<file path="config.mk">
export PLATFORM = sky130hd
export DESIGN_NAME = stpt_cell
export DESIGN_NICKNAME = d
export VERILOG_FILES = /design/src/hdl/assert_macros.svh /design/src/hdl/stpt_pkg.sv /design/src/hdl/stpt_cell.sv
export SDC_FILE = /design/constraint.sdc
export NUM_CORES = 1
export LEC_CHECK = 0
export BUFFER_PORTS_ARGS = -buffer_cell sky130_fd_sc_hd__buf_2
export CAP_MARGIN = 40
export CELL_PAD_IN_SITES_DETAIL_PLACEMENT = 2
export CELL_PAD_IN_SITES_GLOBAL_PLACEMENT = 2
export CORE_AREA = 2 2 227 117
export CTS_CLUSTER_DIAMETER = 200
export DETAILED_ROUTE_END_ITERATION = 12
export DIE_AREA = 0 0 229 119
export PLACE_DENSITY = 0.83
export SLEW_MARGIN = 10
export SYNTH_ARGS = -nofsm -noshare
export SYNTH_HDL_FRONTEND = slang
export SYNTH_SLANG_ARGS = --single-unit
</file>
<file path="constraint.sdc">
create_clock -name clk -period 4 [get_ports clk]
set_input_delay 0.8 -clock clk [delete_from_list [all_inputs] [get_ports clk]]
set_output_delay 0.8 -clock clk [all_outputs]
set_load 0.05 [all_outputs]
</file>
<file path="src/hdl/assert_macros.svh">
// Assertion macros shared by the sorted time point table RTL.
// Depends on nothing; the including module supplies clk and arst_n.
`ifndef ASSERT_MACROS_SVH
`define ASSERT_MACROS_SVH

// A property that must hold at every clock edge outside reset.
`define ASSERT_ALWAYS(label, prop) \
	label: assert property (@(posedge clk) disable iff (!arst_n) (prop)) \
		else $error("assertion failed");

// A consequence that must hold in the cycle after its antecedent.
`define ASSERT_NEXT(label, ante, cons) \
	label: assert property (@(posedge clk) disable iff (!arst_n) (ante) |=> (cons)) \
		else $error("assertion failed");

`endif

</file>
<file path="src/hdl/stpt_pkg.sv">
// Package for the sorted time point table: sizes, codes, word types and
// the sizing functions of the result reduction tree. Depends on nothing.
package stpt_pkg;

	// Table geometry.
	localparam int DEPTH = 64;
	localparam int KEY_W = 64;
	localparam int CNT_W = $clog2(DEPTH + 1);
	localparam int FANIN = 8;

	// Number of registered levels needed to reduce DEPTH leaves.
	function automatic int tree_levels(input int leaves);
		int lv;
		int span;
		lv = 1;
		span = FANIN;
		while (span < leaves) begin
			span = span * FANIN;
			lv = lv + 1;
		end
		return lv;
	endfunction

	localparam int TREE_LVLS = tree_levels(DEPTH);

	// Number of nodes on a level, level 1 being nearest the leaves.
	function automatic int tree_width(input int lvl);
		int w;
		w = 1;
		for (int j = lvl; j < TREE_LVLS; j++) begin
			w = w * FANIN;
		end
		return w;
	endfunction

	// Index of the first node of a level in the flat node store.
	function automatic int tree_base(input int lvl);
		int b;
		b = 0;
		for (int j = 1; j < lvl; j++) begin
			b = b + tree_width(j);
		end
		return b;
	endfunction

	localparam int TREE_NODES = tree_base(TREE_LVLS) + 1;

	// Operation codes.
	localparam logic [2:0] KIND_INSERT = 3'd0;
	localparam logic [2:0] KIND_REMOVE = 3'd1;
	localparam logic [2:0] KIND_EXACT  = 3'd2;
	localparam logic [2:0] KIND_FLOOR  = 3'd3;
	localparam logic [2:0] KIND_NEXT   = 3'd4;

	// Status codes.
	localparam logic [1:0] ST_OK     = 2'd0;
	localparam logic [1:0] ST_FULL   = 2'd1;
	localparam logic [1:0] ST_DUP    = 2'd2;
	localparam logic [1:0] ST_ABSENT = 2'd3;

	// Command word.
	typedef struct packed {
		logic [2:0]              kind;
		logic signed [KEY_W-1:0] time_req;
	} cmd_t;

	// Result word.
	typedef struct packed {
		logic                    found;
		logic signed [KEY_W-1:0] time_found;
		logic [1:0]              status;
		logic [6:0]              count;
	} rsp_t;

	// Control broadcast to every cell.
	typedef struct packed {
		logic                    cmp;
		logic                    ins;
		logic                    rem;
		logic                    sel_floor;
		logic                    sel_next;
		logic signed [KEY_W-1:0] cmp_key;
		logic signed [KEY_W-1:0] ins_key;
	} cell_ctl_t;

	// What a cell shows its neighbours.
	typedef struct packed {
		logic                    valid;
		logic                    lt;
		logic                    gt;
		logic signed [KEY_W-1:0] key;
	} nbr_t;

	// One leaf or node of the result reduction tree.
	typedef struct packed {
		logic             eq;
		logic             pick;
		logic [KEY_W-1:0] key;
	} leaf_t;

endpackage

</file>
<file path="src/hdl/stpt_cell.sv">
// One cell of the sorted key chain: a key, its valid bit and the comparison
// flags of the current operation. Depends on stpt_pkg.
module stpt_cell (
	input  logic              clk,
	input  logic              arst_n,
	input  stpt_pkg::cell_ctl_t ctl,
	input  stpt_pkg::nbr_t    prev,
	input  stpt_pkg::nbr_t    next,
	output stpt_pkg::nbr_t    own,
	output stpt_pkg::leaf_t   leaf
);

	logic signed [stpt_pkg::KEY_W-1:0] key_q;
	logic valid_q;
	logic lt_q;
	logic eq_q;
	logic gt;
	logic fl_pick;
	logic nx_pick;
	logic pick;

	// Compare on acceptance; shift valid bits on insert or remove.
	always_ff @(posedge clk or negedge arst_n) begin
		if (!arst_n) begin
			valid_q <= 1'b0;
			lt_q    <= 1'b0;
			eq_q    <= 1'b0;
		end else if (ctl.cmp) begin
			lt_q <= valid_q && (key_q < ctl.cmp_key);
			eq_q <= valid_q && (key_q == ctl.cmp_key);
		end else if (ctl.ins && !lt_q) begin
			valid_q <= prev.valid;
		end else if (ctl.rem && !lt_q) begin
			valid_q <= next.valid;
		end
	end

	// Keys at or above the position move right on insert, left on remove.
	always_ff @(posedge clk) begin
		if (ctl.ins && !lt_q) begin
			key_q <= prev.lt ? ctl.ins_key : prev.key;
		end else if (ctl.rem && !lt_q) begin
			key_q <= next.key;
		end
	end

	// The last key below the request is the floor; the first above is the next.
	assign gt      = valid_q && !lt_q && !eq_q;
	assign fl_pick = lt_q && !next.lt;
	assign nx_pick = gt && !prev.gt;
	assign pick    = (ctl.sel_floor && fl_pick) || (ctl.sel_next && nx_pick);

	assign own.valid = valid_q;
	assign own.lt    = lt_q;
	assign own.gt    = gt;
	assign own.key   = key_q;

	assign leaf.eq   = eq_q;
	assign leaf.pick = pick;
	assign leaf.key  = pick ? key_q : '0;

endmodule

</file>
# Word level (Yosys, flattened, before mapping)
# Cells that the tools add are included.
[classes]
magnitude_cmp = 1
eq_ne = 1
mux = 6
n_bitwise = 1
n_reduce_logical = 17
[op_table]
columns = ["op", "count"]
rows = [
  ["$mux 64", 4],
  ["$eq 64x64->1", 1],
  ["$lt 64x64->1", 1],
  ["$logic_and 1x1->1", 10],
  ["$logic_not 1->1", 4],
  ["$mux 1", 2],
  ["$reduce_and 2->1", 1],
  ["$reduce_bool 2->1", 1],
  ["$logic_or 1x1->1", 1],
  ["$not 1->1", 1],
]
[word_totals]
reg_bits = 67
input_bits = 269
output_inout_bits = 133
word_cells = 30

# Depth between registers and ports, before layout
[logic_depth]
word_depth = 7
mapped_depth = 9
mapped_depth_nobuf = 9

# Worst setup path before layout
# No wires, ideal clock.
[synth_timing]
path_kind = "input port to flip-flop"
from = "input ctl[130] (netlist bit)"
to = "register key_q[0] (netlist bit) (enable)"
setup_ns = 0.488
arrival_time_ns = 3.544
required_time_ns = 3.512
slack_ns = -0.032
path_stages = 2
n_path_buf = 0
cell_sequence = "nor2_1 -> nor2_1"
[synth_between]
elab_chain_cells = 2
[synth_lines]
columns = ["item", "line_no", "source"]
rows = [
  ["start: declaration", "stpt_cell.sv:6", "input stpt_pkg::cell_ctl_t ctl,"],
  ["$logic_and 1x1->1", "stpt_cell.sv:42", "end else if (ctl.rem && !lt_q) begin"],
  ["$reduce_bool 2->1 (no line)", "--", ""],
  ["end signal: assignment", "stpt_cell.sv:41", "key_q <= prev.lt ? ctl.ins_key : prev.key;"],
  ["end signal: assignment", "stpt_cell.sv:43", "key_q <= next.key;"],
  ["end: declaration", "stpt_cell.sv:13", "logic signed [stpt_pkg::KEY_W-1:0] key_q;"],
]
# No other way between the ends.
# A chain may end at the register's enable or synchronous reset.

==> impl_metrics.toml <==
[critical_path]
path_cells = "nand2_1 -> o21ai_4 -> buf_4 -> and2_1 -> buf_2"
startpoint = "lt_q"
cp_num_buf_inv = 2
reg2reg_to = "lt_q"
crit_path_end = "leaf[47]"
slowest_delay_ns = 0.60
endpoint_kind = "output port"
cpMaxStageDelayCell = "o21ai_4"
r2r_setup_slack_ns = 1.31
crit_family = "buffers and inverters"
crit_type = "flop to output port"
reg2regPathDepth = 7
path_depth = 5
crit_path_max_fanout = 30
worstPathRequired_ns = 3.20
r2r_start = "key_q[43]"
start_kind = "flop"
worstPathArrival_ns = 2.53

[pwr]
power_w = 0.005018
ir_drop_mv = 0.1721
p_per_area_nw_per_um2 = 611.0
leakagePower_nw = 4.462

[timing]
post-route-min-period_ns = 3.332
maxSlewHeadroom = 0.4369
tightestPinTransition_ns = 0.8358
grt_setup_unrepaired = "false"
final_max_slew_viol_count = 0
finalHoldViolCount = 0
final-setup-viol-count = 0
timing.fmax_mhz = 300.1
finClkSkew_ns = 0.008652
min_period_over_period = 0.8330
finalSetupTns_ns = 0

[synth]
synth-simple-area-share = 0.1787
avgSynthCellArea_um2 = 9.083
netlist.area_leader.share = 0.3497
synthFlopType = "edfxtp_1"
synth_top_family_by_area = "simple AND/OR/NAND/NOR gates"
ys_types = 40
yosysSeqAreaShare = 0.3634
syn_area_um2 = 5495
synth-xor-area-share = 0
syn-num-nets = 938
synth_edf_count = 64
synth-compound-area-share = 0.1179
ys_warn_count = 0
yosysMostFrequentCell = "nand2_1"
synthCells = 605
yosys-mux-area-fraction = 0.1204
yosys-top-cells-count = "81 x nand2_1, 72 x o21ai_0, 66 x inv_1, 65 x mux2i_1"
ys_ff_latch = 67
synthAdderAreaFrac = 0.1457
yosys.area.top_type = "edfxtp_1"
synthArstFlopShare = 0.04478
synthTopCellsByArea = "edfxtp_1 35%, ha_1 15%, mux2i_1 12%"

[floorplan]
core-area_um2 = 25640
die_h_um = 119
io_pins = 402
die_x_um = 229
design.die.area_um2 = 27250
start_util = 0.2143
core.rowCount = 42

[drt]
drt_pass1_iterations = 4
wl_per_cell_um = 19.75
routed_wl_um = 26640
drtIter0Drc = 146
dr_total_vias = 5992
drc = 0
ant_nets = 0
vias_per_cell = 4.442

[finish]
drive_gt1_frac = 0.4332
final_util = 0.3203
fill_cells = 3057
fin_nets = 1323
multi_input_area_um2 = 3119
design_area_um2 = 8213
final_cells = 1349
regArea_um2 = 1997
areaGrowthSynthToFinish_pct = 49.45

[place]
place.gp.congestion = 0.8162
io_buffers = 400
place_area_um2 = 7890
dp.cells = 1331
dp_hpwl_um = 22820

[cts]
cts_inserted_buffers = 9
cts_buffer_depth = 2
hold_buffers = 0
cts.htree.levels = 3
cts_num_sinks = 67
cts_root_buffer = "clkbuf_16"
cts_tree = "done"
cts_resized = 0
clock_latency_ns = 0.36
clkTransAtPathRegs_ns = 0.06
postCtsSetupRepairBufs = 0

[grt]
grt_pass1_wl_um = 39530
grt_max_degree = 54
grt_use_total = 0.1933
grt_pass1_vias = 6530
grt_overflow = 0
antenna_found_initial = 1

[hold_path]
hp-class = "primary input to async pin"

[outcome]
outcome = "completed"

[flow_run]
cap_violations = 0
-- metrics by stage --
step           hold WS [ns]  worst slack [ns]
2_1_floorplan        0.5044             1.076
3_3_place_gp         0.5532            0.7877
3_5_place_dp         0.5740            0.7243
4_1_cts              0.2029            0.6266
5_1_grt              0.2110            0.4914
6_report             0.2271            0.6681
-- final cells by class --
type | count | share of cell area
inverters | 67 | 0.03062
clock buffers | 9 | 0.02742
flip-flops and latches | 67 | 0.2431
multi-input cells | 438 | 0.3798
clock inverters | 7 | 0.01127
well taps | 352 | 0.05363
repair buffers | 407 | 0.2535
diodes | 2 | 0.0006094
-- how the worst min path moves through the flow --
stage / from / end / cells after the start
2_1_floorplan: arst_n / eq_q / 0
3_3_place_gp: eq_q / eq_q / 1
3_5_place_dp: eq_q / eq_q / 1
4_1_cts: arst_n / lt_q / 1
5_1_grt: arst_n / lt_q / 1
6_report: arst_n / lt_q / 1
-- power by group --
group	total, W	internal, W	switching (W)
Sequential	0.00134	0.00109	0.000251
Combinational	0.00279	0.000719	0.00207
Clock	0.000890	0.000544	0.000346
Total	0.00502	0.00235	0.00267
-- cell families (layout without fill, tap and decap cells) --
| group | after synthesis | after routing |
|---|---|---|
| AOI/OAI and AO/OA | 117 | 117 |
| adders and majority gates | 64 | 64 |
| buffers and inverters | 100 | 490 |
| DFF | 67 | 67 |
| muxes | 66 | 66 |
| other | 0 | 2 |
| and+or+nand+nor | 191 | 191 |
-- sequential cells by signal, indices dropped and copies added, names as in the netlist --
name     flops
key_q       64
lt_q         1
eq_q         1
valid_q      1
-- worst reg2reg max path, delay by kind of cell, from the launching register on --
kind,cells,cell delay [ns]
DFF,1,0.42
AOI/OAI and AO/OA,6,1.81
adders and majority gates,1,0.33
-- layer usage --
layer	up-vias	GRT usage	share of wire
li1	2891	-	-
met1	2915	0.2536	0.47
met2	171	0.3280	0.48
met3	15	0.04047	0.045
met4	0	0.04099	0.010
met5	-	0	0
-- cells in the final DEF, fill, tap and decap left out, drive strengths merged, types with 2 or more instances in the layout --
| master | instances |
|---|---|
| buf | 407 |
| nand2 | 81 |
| o21ai | 72 |
| inv | 67 |
| mux2i | 65 |
| and2 | 64 |
| ha | 64 |
| edfxtp | 64 |
| a21oi | 26 |
| nand4 | 13 |
| clkbuf | 9 |
| nand3 | 8 |
| a21o | 7 |
| nor2 | 7 |
| nor3 | 5 |
| a221oi | 3 |
| dfrtp | 3 |
| nor4 | 3 |
| clkinv | 3 |
| diode | 2 |
| nor2b | 2 |
| a211oi | 2 |
| nand3b | 2 |
| or4 | 2 |
| clkinvlp | 2 |
| bufinv | 2 |
Power figures use the tool's default switching activity.
